**config.mk**
```make
export PLATFORM = sky130hd
export DESIGN_NAME = idle_bouncing_sprite_controller_unit
export DESIGN_NICKNAME = d
export VERILOG_FILES = /design/src/sv/ibsc_pkg.sv /design/src/sv/ibsc_move.sv /design/src/sv/idle_bouncing_sprite_controller_unit.sv
export SDC_FILE = /design/constraint.sdc
export NUM_CORES = 1
export LEC_CHECK = 0
export BUFFER_PORTS_ARGS = -buffer_cell sky130_fd_sc_hd__buf_2
export CAP_MARGIN = 20
export CORE_ASPECT_RATIO = 1.25
export CORE_MARGIN = 10
export CORE_UTILIZATION = 60
export CTS_BUF_LIST = sky130_fd_sc_hd__clkbuf_4
export CTS_CLUSTER_DIAMETER = 100
export DETAILED_ROUTE_END_ITERATION = 10
export PLACE_DENSITY = 0.88
export SLEW_MARGIN = 5
export SYNTH_ARGS = -nofsm -noshare
export SYNTH_HDL_FRONTEND = slang
export SYNTH_SLANG_ARGS = --single-unit
```
**constraint.sdc**
```tcl
create_clock -name clk_i -period 12.83 [get_ports clk_i]
set_input_delay 1.9245 -clock clk_i [delete_from_list [all_inputs] [get_ports clk_i]]
set_output_delay 1.9245 -clock clk_i [all_outputs]
set_load 0.05 [all_outputs]
```
**src/sv/ibsc_pkg.sv**
```systemverilog
// Package for the idle bouncing sprite controller.
// Holds operation and register index codes, reset values and the motion word type.
// No dependencies.
package ibsc_pkg;

  // Operation codes carried on the op input.
  localparam logic OP_KICK = 1'b0;
  localparam logic OP_TICK = 1'b1;

  // Configuration register indexes.
  localparam int CFG_IDX_BITS = 3;
  localparam logic [CFG_IDX_BITS-1:0] CFG_IDLE_TIMEOUT   = 3'd0;
  localparam logic [CFG_IDX_BITS-1:0] CFG_FRAME_INTERVAL = 3'd1;
  localparam logic [CFG_IDX_BITS-1:0] CFG_SCREEN_WIDTH   = 3'd2;
  localparam logic [CFG_IDX_BITS-1:0] CFG_SCREEN_HEIGHT  = 3'd3;
  localparam logic [CFG_IDX_BITS-1:0] CFG_SPRITE_WIDTH   = 3'd4;
  localparam logic [CFG_IDX_BITS-1:0] CFG_SPRITE_HEIGHT  = 3'd5;

  // Field widths.
  localparam int TIME_BITS     = 32;
  localparam int INTERVAL_BITS = 16;
  localparam int DIM_BITS      = 12;

  // Register reset values.
  localparam logic [TIME_BITS-1:0]     IDLE_TIMEOUT_RST   = 32'd60000;
  localparam logic [INTERVAL_BITS-1:0] FRAME_INTERVAL_RST = 16'd20;
  localparam logic [DIM_BITS-1:0]      SCREEN_WIDTH_RST   = 12'd640;
  localparam logic [DIM_BITS-1:0]      SCREEN_HEIGHT_RST  = 12'd480;
  localparam logic [DIM_BITS-1:0]      SPRITE_WIDTH_RST   = 12'd360;
  localparam logic [DIM_BITS-1:0]      SPRITE_HEIGHT_RST  = 12'd40;

  // Sprite positions at reset and on activation, and the speed per frame.
  localparam int SPRITE_RESET_POS = 80;
  localparam int SPRITE_START_POS = 100;
  localparam int VEL_MAG          = 2;

  // Direction and colour of the sprite. The speed is always two pixels, so
  // each axis keeps only its sign (1 means moving towards zero).
  typedef struct packed {
    logic neg_x;
    logic neg_y;
    logic accent;
  } motion_t;

endpackage

```
**src/sv/ibsc_move.sv**
```systemverilog
// Sprite step and edge bounce for the idle bouncing sprite controller.
// Purely combinational; depends on ibsc_pkg for the motion word and widths.
module ibsc_move
  import ibsc_pkg::*;
#(
  parameter int COORD_BITS = 13
) (
  input  logic signed [COORD_BITS-1:0] x_i,
  input  logic signed [COORD_BITS-1:0] y_i,
  input  motion_t                      mot_i,
  input  logic        [DIM_BITS-1:0]   scr_w_i,
  input  logic        [DIM_BITS-1:0]   scr_h_i,
  input  logic        [DIM_BITS-1:0]   spr_w_i,
  input  logic        [DIM_BITS-1:0]   spr_h_i,
  output logic signed [COORD_BITS-1:0] x_o,
  output logic signed [COORD_BITS-1:0] y_o,
  output motion_t                      mot_o
);

  // Working width holds a coordinate plus a sprite size without overflow.
  localparam int EW = ((COORD_BITS > DIM_BITS) ? COORD_BITS : DIM_BITS) + 2;
  localparam logic signed [EW-1:0] STEP_POS = EW'(VEL_MAG);
  localparam logic signed [EW-1:0] STEP_NEG = -STEP_POS;

  logic signed [EW-1:0] sw_e, sh_e, lw_e, lh_e;
  logic signed [EW-1:0] x_w, y_w;
  motion_t              mot_w;

  assign sw_e = EW'(scr_w_i);
  assign sh_e = EW'(scr_h_i);
  assign lw_e = EW'(spr_w_i);
  assign lh_e = EW'(spr_h_i);

  // Step, then check the left, top, right and bottom edges in that order.
  always_comb begin
    mot_w = mot_i;
    x_w   = EW'(x_i) + (mot_i.neg_x ? STEP_NEG : STEP_POS);
    y_w   = EW'(y_i) + (mot_i.neg_y ? STEP_NEG : STEP_POS);

    if (x_w[EW-1]) begin
      x_w          = '0;
      mot_w.neg_x  = ~mot_w.neg_x;
      mot_w.accent = 1'b1;
    end
    if (y_w[EW-1]) begin
      y_w          = '0;
      mot_w.neg_y  = ~mot_w.neg_y;
      mot_w.accent = 1'b1;
    end
    if ((x_w + lw_e) > sw_e) begin
      x_w          = sw_e - lw_e;
      mot_w.neg_x  = ~mot_w.neg_x;
      mot_w.accent = 1'b0;
    end
    if ((y_w + lh_e) > sh_e) begin
      y_w          = sh_e - lh_e;
      mot_w.neg_y  = ~mot_w.neg_y;
      mot_w.accent = 1'b0;
    end
  end

  // Stored coordinates wrap to the coordinate width.
  assign x_o   = x_w[COORD_BITS-1:0];
  assign y_o   = y_w[COORD_BITS-1:0];
  assign mot_o = mot_w;

endmodule

```
**src/sv/idle_bouncing_sprite_controller_unit.sv**
```systemverilog
// Idle bouncing sprite controller: idle detection, frame throttling and sprite bounce.
// A word is accepted into the input register and then moves into the result register.
// Throughput: one word per cycle; the input register advances whenever the result
// register is empty or being taken. Asynchronous active-low reset resets all state but
// the input payload and restores register defaults. Depends on ibsc_pkg and ibsc_move.
module idle_bouncing_sprite_controller_unit
  import ibsc_pkg::*;
#(
  parameter int COORD_BITS = 13
) (
  input  logic                          clk_i,
  input  logic                          rst_ni,
  // Input channel
  input  logic                          in_valid_i,
  output logic                          in_stall_o,
  input  logic                          op_i,
  input  logic        [TIME_BITS-1:0]   now_ms_i,
  // Result channel
  output logic                          out_valid_o,
  input  logic                          out_stall_i,
  output logic                          frame_o,
  output logic                          saver_on_o,
  output logic                          repaint_desktop_o,
  output logic signed [COORD_BITS-1:0]  pos_x_o,
  output logic signed [COORD_BITS-1:0]  pos_y_o,
  output logic                          accent_o,
  // Configuration write channel
  input  logic                          cfg_valid_i,
  output logic                          cfg_ready_o,
  input  logic        [CFG_IDX_BITS-1:0] cfg_index_i,
  input  logic        [TIME_BITS-1:0]   cfg_data_i
);

  // Configuration registers.
  logic [TIME_BITS-1:0]     idle_timeout_q;
  logic [INTERVAL_BITS-1:0] frame_interval_q;
  logic [DIM_BITS-1:0]      screen_w_q, screen_h_q, sprite_w_q, sprite_h_q;

  // Input register.
  logic                 s1_valid_q, s1_valid_d;
  logic                 s1_op_q;
  logic [TIME_BITS-1:0] s1_now_q;

  // Controller state.
  logic [TIME_BITS-1:0]         last_act_q, last_act_d;
  logic [TIME_BITS-1:0]         last_frame_q, last_frame_d;
  logic                         active_q, active_d;
  logic signed [COORD_BITS-1:0] spr_x_q, spr_x_d, spr_y_q, spr_y_d;
  motion_t                      mot_q, mot_d;

  // Result register; the sprite and saver fields are read straight from state.
  logic res_valid_q, res_valid_d;
  logic frame_q, frame_d;
  logic repaint_q, repaint_d;

  logic in_accept, s1_adv;
  logic [TIME_BITS-1:0]         act_eff, idle_ms, frame_ms;
  logic                         idle_ok, activating, frame_ok;
  logic signed [COORD_BITS-1:0] base_x, base_y, mv_x, mv_y;
  motion_t                      base_mot, mv_mot;

  // Handshake: the input register moves on when the result slot frees up.
  assign s1_adv      = s1_valid_q & (~res_valid_q | ~out_stall_i);
  assign in_stall_o  = s1_valid_q & ~s1_adv;
  assign in_accept   = in_valid_i & ~in_stall_o;
  assign s1_valid_d  = in_accept | (s1_valid_q & ~s1_adv);
  assign res_valid_d = s1_adv | (res_valid_q & out_stall_i);
  assign cfg_ready_o = 1'b1;

  // Idle and frame timing, all differences modulo 2^32.
  assign act_eff    = (last_act_q == '0) ? s1_now_q : last_act_q;
  assign idle_ms    = s1_now_q - act_eff;
  assign frame_ms   = s1_now_q - last_frame_q;
  assign idle_ok    = idle_ms >= idle_timeout_q;
  assign activating = ~active_q & idle_ok;
  assign frame_ok   = activating ? (frame_interval_q == '0)
                                 : (frame_ms >= TIME_BITS'(frame_interval_q));

  // Activation restarts the sprite before it is moved.
  assign base_x   = activating ? COORD_BITS'(SPRITE_START_POS) : spr_x_q;
  assign base_y   = activating ? COORD_BITS'(SPRITE_START_POS) : spr_y_q;
  assign base_mot = activating ? motion_t'('0) : mot_q;

  ibsc_move #(
    .COORD_BITS(COORD_BITS)
  ) u_move (
    .x_i    (base_x),
    .y_i    (base_y),
    .mot_i  (base_mot),
    .scr_w_i(screen_w_q),
    .scr_h_i(screen_h_q),
    .spr_w_i(sprite_w_q),
    .spr_h_i(sprite_h_q),
    .x_o    (mv_x),
    .y_o    (mv_y),
    .mot_o  (mv_mot)
  );

  // Next state for the word in the input register.
  always_comb begin
    last_act_d   = last_act_q;
    last_frame_d = last_frame_q;
    active_d     = active_q;
    spr_x_d      = spr_x_q;
    spr_y_d      = spr_y_q;
    mot_d        = mot_q;
    frame_d      = 1'b0;
    repaint_d    = 1'b0;
    if (s1_op_q == OP_KICK) begin
      last_act_d = s1_now_q;
      if (active_q) begin
        active_d  = 1'b0;
        repaint_d = 1'b1;
      end
    end else begin
      last_act_d = act_eff;
      if (activating) begin
        active_d     = 1'b1;
        spr_x_d      = base_x;
        spr_y_d      = base_y;
        mot_d        = base_mot;
        last_frame_d = s1_now_q;
      end
      if ((active_q | idle_ok) & frame_ok) begin
        last_frame_d = s1_now_q;
        spr_x_d      = mv_x;
        spr_y_d      = mv_y;
        mot_d        = mv_mot;
        frame_d      = 1'b1;
      end
    end
  end

  // Configuration writes; indexes beyond the list are ignored.
  always_ff @(posedge clk_i or negedge rst_ni) begin
    if (!rst_ni) begin
      idle_timeout_q   <= IDLE_TIMEOUT_RST;
      frame_interval_q <= FRAME_INTERVAL_RST;
      screen_w_q       <= SCREEN_WIDTH_RST;
      screen_h_q       <= SCREEN_HEIGHT_RST;
      sprite_w_q       <= SPRITE_WIDTH_RST;
      sprite_h_q       <= SPRITE_HEIGHT_RST;
    end else if (cfg_valid_i && cfg_ready_o) begin
      case (cfg_index_i)
        CFG_IDLE_TIMEOUT:   idle_timeout_q   <= cfg_data_i;
        CFG_FRAME_INTERVAL: frame_interval_q <= cfg_data_i[INTERVAL_BITS-1:0];
        CFG_SCREEN_WIDTH:   screen_w_q       <= cfg_data_i[DIM_BITS-1:0];
        CFG_SCREEN_HEIGHT:  screen_h_q       <= cfg_data_i[DIM_BITS-1:0];
        CFG_SPRITE_WIDTH:   sprite_w_q       <= cfg_data_i[DIM_BITS-1:0];
        CFG_SPRITE_HEIGHT:  sprite_h_q       <= cfg_data_i[DIM_BITS-1:0];
        default: ;
      endcase
    end
  end

  // Handshake control.
  always_ff @(posedge clk_i or negedge rst_ni) begin
    if (!rst_ni) begin
      s1_valid_q  <= 1'b0;
      res_valid_q <= 1'b0;
    end else begin
      s1_valid_q  <= s1_valid_d;
      res_valid_q <= res_valid_d;
    end
  end

  // Input register payload.
  always_ff @(posedge clk_i) begin
    if (in_accept) begin
      s1_op_q  <= op_i;
      s1_now_q <= now_ms_i;
    end
  end

  // State and result flags change only when a word moves into the result register.
  always_ff @(posedge clk_i or negedge rst_ni) begin
    if (!rst_ni) begin
      last_act_q   <= '0;
      last_frame_q <= '0;
      active_q     <= 1'b0;
      spr_x_q      <= COORD_BITS'(SPRITE_RESET_POS);
      spr_y_q      <= COORD_BITS'(SPRITE_RESET_POS);
      mot_q        <= '0;
      frame_q      <= 1'b0;
      repaint_q    <= 1'b0;
    end else if (s1_adv) begin
      last_act_q   <= last_act_d;
      last_frame_q <= last_frame_d;
      active_q     <= active_d;
      spr_x_q      <= spr_x_d;
      spr_y_q      <= spr_y_d;
      mot_q        <= mot_d;
      frame_q      <= frame_d;
      repaint_q    <= repaint_d;
    end
  end

  assign out_valid_o       = res_valid_q;
  assign frame_o           = frame_q;
  assign saver_on_o        = active_q;
  assign repaint_desktop_o = repaint_q;
  assign pos_x_o           = spr_x_q;
  assign pos_y_o           = spr_y_q;
  assign accent_o          = mot_q.accent;

`ifndef NO_ASSERTIONS
  // A repaint only follows a kick that switched the saver off.
  assert property (@(posedge clk_i) disable iff (!rst_ni)
    (out_valid_o && repaint_desktop_o) |-> !saver_on_o)
    else $error("repaint reported while saver still on");

  // A frame is only produced while the saver is on.
  assert property (@(posedge clk_i) disable iff (!rst_ni)
    (out_valid_o && frame_o) |-> saver_on_o)
    else $error("frame reported while saver off");

  // The input side never stalls while the result slot is empty.
  assert property (@(posedge clk_i) disable iff (!rst_ni)
    !out_valid_o |-> !in_stall_o)
    else $error("input stalled with empty result register");

  // The sprite does not move unless a word advances.
  assert property (@(posedge clk_i) disable iff (!rst_ni)
    !s1_adv |=> ($stable(spr_x_q) && $stable(spr_y_q) && $stable(mot_q)))
    else $error("sprite state changed without an advancing word");
`endif

endmodule
```
# Yosys cells after proc, flatten, opt, wreduce, memory -nomap -nowiden

Index checks and enable logic that the tools add are counted.

Word-level logic and storage cells: 101
Flip-flop bits (word level): 227
Output and inout port bits: 33
Input port bits: 73

Multiplexer cells: 32
Magnitude comparators: 4
Bitwise logic cells: 19
Add/sub/neg operators: 8
Reduce and logical (&&, ||, !) cells: 12
Eq/ne operators: 6

Operators with widths:

| operator             | count |
|---|---|
| $mux W32             | 4 |
| $mux W13             | 8 |
| $sub A32 B32 Y32     | 2 |
| $ge A32 B16 Y1       | 1 |
| $ge A32 B32 Y1       | 1 |
| $logic_not A32 Y1    | 1 |
| $add A13 B15 Y15     | 2 |
| $add A14 B12 Y15     | 2 |
| $gt A15 B13 Y1       | 2 |
| $mux W15             | 2 |
| $mux W14             | 2 |
| $sub A12 B12 Y13     | 2 |
| $logic_not A16 Y1    | 1 |
| $reduce_and A2 Y1    | 7 |
| $mux W1              | 11 |
| $mux W3              | 3 |
| $not A1 Y1           | 9 |
| $and A1 B1 Y1        | 6 |
| $eq A3 B2 Y1 const B | 2 |
| $eq A3 B3 Y1 const B | 2 |
| $mux W2              | 2 |
| $or A1 B1 Y1         | 4 |
| $eq A3 B1 Y1 const B | 1 |
| $logic_not A3 Y1     | 1 |
| other kinds (3)      | 3 |

# Longest topological paths before layout

Depth after elaboration: 14
Gate-level depth with buffers: 57
Mapped depth without buffers: 53

# Hierarchy

A second synthesis with hierarchy kept.

Cell total of the unflattened synthesis: 2063
Area, all modules: 18509.0 um^2

Modules (own cells, without submodules):

| module                               | cells an instance | area an instance (um^2) | times used | seq. area each (um^2) |
|---|---|---|---|---|
| idle_bouncing_sprite_controller_unit | 1469              | 14179.8                 | 1          | 5876.9 |
| ibsc_move                            | 594               | 4329.2                  | 1          | 0.0 |

# Worst setup path before layout

No wires, ideal clock.

Path kind: reg2reg
From: reg last_act_q[5]
To: reg mot_q (netlist bit accent_o)
Setup slack: 1.406 ns
Setup time: 0.104 ns
Data arrival time: 11.320 ns
Clock period less this slack: 11.424 ns
Stages on the path, launching flop included: 57
Buffers on the path: 6
Required time: 12.726 ns
Cell sequence: dfrtp_1 nor4_1 nand4_1 nor2_1 buf_2 buf_1 a21oi_1 ha_1 a21o_1 a21o_1 a21oi_1 o21ai_0 a32oi_1 o21ai_1 a41oi_2 o21bai_1 o311ai_2 mux2i_1 [... 21 more ...] a211oi_1 o21ai_0 a21oi_1 nor2b_1 o21ai_0 a21oi_1 ha_1 and4_1 o211ai_1 a21oi_1 a2111oi_0 o21a_1 nand2_1 a211oi_1 nor3_4 buf_6 nand2b_1 o41ai_2

Longest elaborated chain between the ends: 14
Elaborated cells on any way between the ends: 29
Classes of those cells: add/sub (5); order compare (3); mux (15); bitwise (3); reduce/logical (3)

RTL lines:

| what                   | RTL line                                    | RTL |
|---|---|---|
| from (decl)            | idle_bouncing_sprite_controller_unit.sv:45  | `logic [TIME_BITS-1:0] last_act_q, last_act_d;` |
| from (signal assigned) | idle_bouncing_sprite_controller_unit.sv:187 | `last_act_q <= last_act_d;` |
| $logic_not A32 Y1      | idle_bouncing_sprite_controller_unit.sv:71  | `assign act_eff = (last_act_q == '0) ? s1_now_q : last_act_q;` |
| $mux W32 (*)           | idle_bouncing_sprite_controller_unit.sv:71  |  |
| $sub A32 B32 Y32 (*)   | idle_bouncing_sprite_controller_unit.sv:72  | `assign idle_ms = s1_now_q - act_eff;` |
| $ge A32 B32 Y1 (*)     | idle_bouncing_sprite_controller_unit.sv:74  | `assign idle_ok = idle_ms >= idle_timeout_q;` |
| $and A1 B1 Y1          | idle_bouncing_sprite_controller_unit.sv:75  | `assign activating = ~active_q & idle_ok;` |
| $mux W3                | idle_bouncing_sprite_controller_unit.sv:82  | `assign base_mot = activating ? motion_t'('0) : mot_q;` |
| $mux W15               | ibsc_move.sv:37                             | `x_w = EW'(x_i) + (mot_i.neg_x ? STEP_NEG : STEP_POS);` |
| $add A13 B15 Y15       | ibsc_move.sv:37                             |  |
| $mux W14               | ibsc_move.sv:40                             | `if (x_w[EW-1]) begin` |
| $add A14 B12 Y15       | ibsc_move.sv:50                             | `if ((x_w + lw_e) > sw_e) begin` |
| $gt A15 B13 Y1         | ibsc_move.sv:50                             |  |
| $mux W1                | ibsc_move.sv:50                             |  |
| $mux W2                | ibsc_move.sv:55                             | `if ((y_w + lh_e) > sh_e) begin` |
| $mux W3                | idle_bouncing_sprite_controller_unit.sv:124 | `if ((active_q \| idle_ok) & frame_ok) begin` |
| to (signal assigned)   | idle_bouncing_sprite_controller_unit.sv:192 | `mot_q <= mot_d;` |
| to (decl)              | idle_bouncing_sprite_controller_unit.sv:49  | `motion_t mot_q, mot_d;` |

Mark *: on every way between the ends. The rest lies on a longest branch, timed or not. The select of a mux whose other input is x is not followed.
A chain may end at the register's enable or synchronous reset.

# Worst setup path after layout

From: reg last_act_q[20]
To: reg spr_y_q[10] (netlist: pos_y_o[10])

Longest elaborated chain between the ends: 13
Elaborated cells on any way between the ends: 20
Classes of those cells: add/sub (3); order compare (2); mux (9); bitwise (3); reduce/logical (3)

RTL lines:

| what                 | RTL line                                    | RTL |
|---|---|---|
| $logic_not A32 Y1    | idle_bouncing_sprite_controller_unit.sv:71  |  |
| $mux W32 (*)         | idle_bouncing_sprite_controller_unit.sv:71  |  |
| $sub A32 B32 Y32 (*) | idle_bouncing_sprite_controller_unit.sv:72  |  |
| $ge A32 B32 Y1 (*)   | idle_bouncing_sprite_controller_unit.sv:74  |  |
| $and A1 B1 Y1        | idle_bouncing_sprite_controller_unit.sv:75  |  |
| $mux W3              | idle_bouncing_sprite_controller_unit.sv:82  |  |
| $mux W15             | ibsc_move.sv:38                             | `y_w = EW'(y_i) + (mot_i.neg_y ? STEP_NEG : STEP_POS);` |
| $add A13 B15 Y15     | ibsc_move.sv:38                             |  |
| $mux W14             | ibsc_move.sv:45                             | `if (y_w[EW-1]) begin` |
| $add A14 B12 Y15     | ibsc_move.sv:55                             |  |
| $gt A15 B13 Y1       | ibsc_move.sv:55                             |  |
| $mux W13             | ibsc_move.sv:55                             |  |
| $mux W13             | idle_bouncing_sprite_controller_unit.sv:124 |  |
| to (signal assigned) | idle_bouncing_sprite_controller_unit.sv:182 | `spr_y_q <= COORD_BITS'(SPRITE_RESET_POS);` |
| to (signal assigned) | idle_bouncing_sprite_controller_unit.sv:191 | `spr_y_q <= spr_y_d;` |
| to (decl)            | idle_bouncing_sprite_controller_unit.sv:48  | `logic signed [COORD_BITS-1:0] spr_x_q, spr_x_d, spr_y_q, spr_y_d;` |

Marks and branches as above.

==> results.md <==
- CTS tree: built
- Row count: 70
- Hold violation total from the final report: 0
- Routed WL: 47000 um
- Drt via density: 5.91
- Max-cap violations: 0
- Crit path time final: 11980 ps
- Post-synthesis simple-gate area fraction: 16.9%
- Data arrival, critical path: 12610 ps
- Status: completed
- Power per cell area: 314 nW/um^2
- Htree depth: 2
- Max IR drop VDD: 0.217 mV
- Top-area cell type share of the netlist area: 24.0%
- Synth Area per Inst: 8.69 sq um
- Reg2reg start: last_act_q[20]
- DRC: 0
- Cell variety after synth: 98
- Fillers: 2335
- Max Clk Rate: 0.0835 GHz
- Reg2Reg Depth: 52
- Tcrit/Tclk final: 93.4%
- Mapped Nets: 2302
- Fin cells: 2597
- Initial cell density of the core: 60.5%
- Top cells by area, synth: dfrtp_1 24%, ha_1 14%, nand2_1 5.9%
- Largest net degree at the start of global routing: 84
- Top Ports: 106
- Sequential Area: 5880 sq um
- Share of cells above drive strength 1: 15.8%
- Hold-fix buffers, CTS: 0
- Synth Area in Adders: 15.2%
- Most Frequent Cell on Critical Path: a21oi_1
- TritonRoute pass-1 iters: 5
- Slew Viols, Final: 0
- HPWL after DPL: 36800 um
- Reg-to-reg endpoint: pos_y_o[10]
- Worst-path clk slew: 80 ps
- Nets@finish: 2431
- Total chip power: 0.00610 W
- Mux contribution to synthesized area: 3.95%
- Main combinational cell family by area after synthesis: compound AO/OA/AOI/OAI gates
- IO Port Bufs: 104
- FF-to-FF setup slack: 850 ps
- Die Width: 173 um
- Area of the multi-input gates: 10900 sq um
- CTS Root Cell: clkbuf_4
- Setup crit end: pos_y_o[10]
- Rel. slew slack: 35.8%
- Crit path kind: register to register
- Slowest CP cell: fa_1
- Total gr overflow: 0
- Worst Skew: 95.4 ps
- First-pass GRT wire length: 76700 um
- CTS max path bufs: 3
- Number of global-route vias before repair: 15700
- CP required: 13460 ps
- Gpl congestion: 0.944
- Synth Instances: 2023
- Slew @ Worst Pin: 963 ps
- EDFF count, synth: 33
- Worst hold path type: register to register
- Die area: 36600 sq um
- Initial antenna violation count: 1
- Gr usage total: 25.1%
- Register area share after synthesis: 33.4%
- Xor and xnor area share after synthesis: 4.73%
- LEAKAGE: 9.04 nW
- Compound-Gate Fraction of Synth Area: 20.4%
- Synth Register Bits: 227
- Avg WL per Cell: 18.1 um
- FFs w/ async S/R, synth: 85.5%
- Vias: 15400
- Core Box Area: 29100 sq um
- Leading area contributor after synthesis: dfrtp_1
- Crit. End Element: register
- Cell Area, Synth: 17600 sq um
- Clk sinks: 227
- Area grow syn2layout: 10.4%
- Max Fanout on Critical Path: 12
- Final setup vio count: 0
- Yosys warning count: 0
- Post-route ant nets: 0
- Initial DRC Count: 1049
- Worst-Skew Late Latency: 770 ps
- Die Height: 211 um
- Startpoint Class: register
- Slowest cell delay on critical path: 440 ps
- Primary FF master, synth: dfrtp_1
- Num CTS Buffers: 57
- CP Launch Point: last_act_q[20]
- Placed Cells: 2479
-- kinds of logic after synthesis --
kind of cell               after synthesis
other                                    1
AOI/OAI and AO/OA                      570
buffers and inverters                  238
muxes                                   63
adders and majority gates              211
and+or+nand+nor                        618
DFF                                    227
xor gates and xnor gates                95
-- layout make-up --
| class | instances | area share, % |
|---|---|---|
| multi-input cells | 1559 | 56.1 |
| flip-flops and latches | 227 | 30.3 |
| repair buffers | 132 | 3.81 |
| inverters | 175 | 3.38 |
| clock buffers | 80 | 3.09 |
| well taps | 396 | 2.55 |
| clock inverters | 27 | 0.735 |
| diodes | 1 | 0.0129 |
-- power breakdown --
part / internal [W] / switching (W) / total [W]
combinational: 0.00188 / 0.00253 / 0.00441
sequential: 0.000926 / 0.000135 / 0.00106
clock: 0.000312 / 0.000317 / 0.000628
total: 0.00312 / 0.00298 / 0.00610
-- flip-flops by register name, summed over array words and instances, names as in the netlist, 2 cells and up --
register	cells
last_frame_q	32
mot_q	2
pos_y_o	13
sprite_h_q	12
idle_timeout_q	32
sprite_w_q	12
screen_h_q	12
last_act_q	32
s1_now_q	32
pos_x_o	13
screen_w_q	12
frame_interval_q	16
-- per-stage QoR --
stage | instance area, sq um | utilization (%) | worst slack (ps) | hold slack (ps) | setup TNS (ps)
after floorplan | 17600 | - | 1410 | 454 | 0
after global placement | 18500 | 63.6 | 531 | 454 | 0
after detailed placement | 18500 | 63.6 | 118 | 465 | 0
after CTS | 19200 | 66.2 | 79.6 | 474 | 0
after global routing | 19400 | 66.8 | -37.9 | 505 | -93.4
final | 19400 | 66.8 | 849 | 475 | 0
-- placed cells by master, fill, tap and decap left out, types with 10 or more instances in the layout --
cell type | synthesis | layout
nand2_1 | 276 | 276
ha_1 | 199 | 199
inv_1 | 175 | 175
dfrtp_1 | 169 | 169
o21ai_0 | 165 | 164
a21oi_1 | 142 | 140
buf_2 | 18 | 103
nor2_1 | 85 | 84
clkbuf_4 | 0 | 80
xnor2_1 | 66 | 66
o21ai_1 | 52 | 51
mux2_2 | 44 | 44
a21o_1 | 43 | 43
nand3_1 | 39 | 39
nand2b_1 | 37 | 37
edfxtp_1 | 33 | 33
and2_1 | 32 | 31
nor3_1 | 31 | 30
xor2_1 | 29 | 29
buf_4 | 2 | 28
nor2b_1 | 25 | 25
dfstp_2 | 25 | 25
nand4_1 | 22 | 22
clkinv_1 | 0 | 20
o21a_1 | 18 | 17
mux2i_1 | 17 | 17
o21bai_1 | 14 | 13
a21boi_0 | 12 | 12
nor4_1 | 15 | 11
o211ai_1 | 10 | 10
a31oi_1 | 10 | 10
-- critical path, delay by kind of cell (launching register included) --
kind | cells | cell delay (ps)
AOI/OAI and AO/OA | 28 | 5900
xor gates and xnor gates | 1 | 170
adders and majority gates | 7 | 2060
buffers and inverters | 3 | 540
DFF | 1 | 410
muxes | 1 | 180
and+or+nand+nor | 12 | 2590
-- how the worst min path moves through the flow --
stage                          from               to  cells after the start
finish                   pos_x_o[4]       pos_x_o[4]                      2
floorplan           last_frame_q[0]  last_frame_q[0]                      2
global route             pos_y_o[4]       pos_y_o[4]                      2
global placement            frame_o          frame_o                      2
CTS                      pos_x_o[4]       pos_x_o[4]                      2
detailed placement       pos_x_o[4]       pos_x_o[4]                      2
-- layer usage --
layer	vias up	share of wire [%]	global-route usage, %
li1	7491	-	-
met1	7236	41	28.6
met2	494	49	44.9
met3	131	5.8	4.24
met4	0	4.4	12.0
met5	-	0	0
-- cell usage after synthesis, drive strengths merged, types with 5 or more instances --
| cell type | n |
|---|---|
| o21a | 18 |
| a21boi | 12 |
| mux2 | 45 |
| dfstp | 25 |
| a21o | 43 |
| nand4 | 22 |
| edfxtp | 33 |
| nor2b | 25 |
| a211oi | 13 |
| and3 | 8 |
| clkbuf | 36 |
| a21oi | 145 |
| o211ai | 12 |
| nand2b | 37 |
| nor4 | 17 |
| nor3b | 8 |
| a221oi | 8 |
| inv | 175 |
| nand2 | 277 |
| maj3 | 5 |
| o31ai | 9 |
| or3 | 8 |
| nand3 | 39 |
| fa | 7 |
| o2111ai | 5 |
| and2 | 32 |
| a311o | 5 |
| o21bai | 15 |
| o22a | 5 |
| xnor2 | 66 |
| xor2 | 29 |
| or2 | 7 |
| and4 | 10 |
| nor3 | 32 |
| o31a | 5 |
| o311ai | 6 |
| o21ai | 218 |
| ha | 199 |
| mux2i | 18 |
| dfrtp | 169 |
| buf | 27 |
| nor2 | 85 |
| a31oi | 10 |
-- what timing repair did --
action | 4_1_cts | 5_1_grt
hold endpoints to repair | 0 | 0
resized for setup | 0 | 19
setup buffers | 0 | 9
endpoints found under the setup margin | 0 | 29
(Power assumes the default switching activity.)
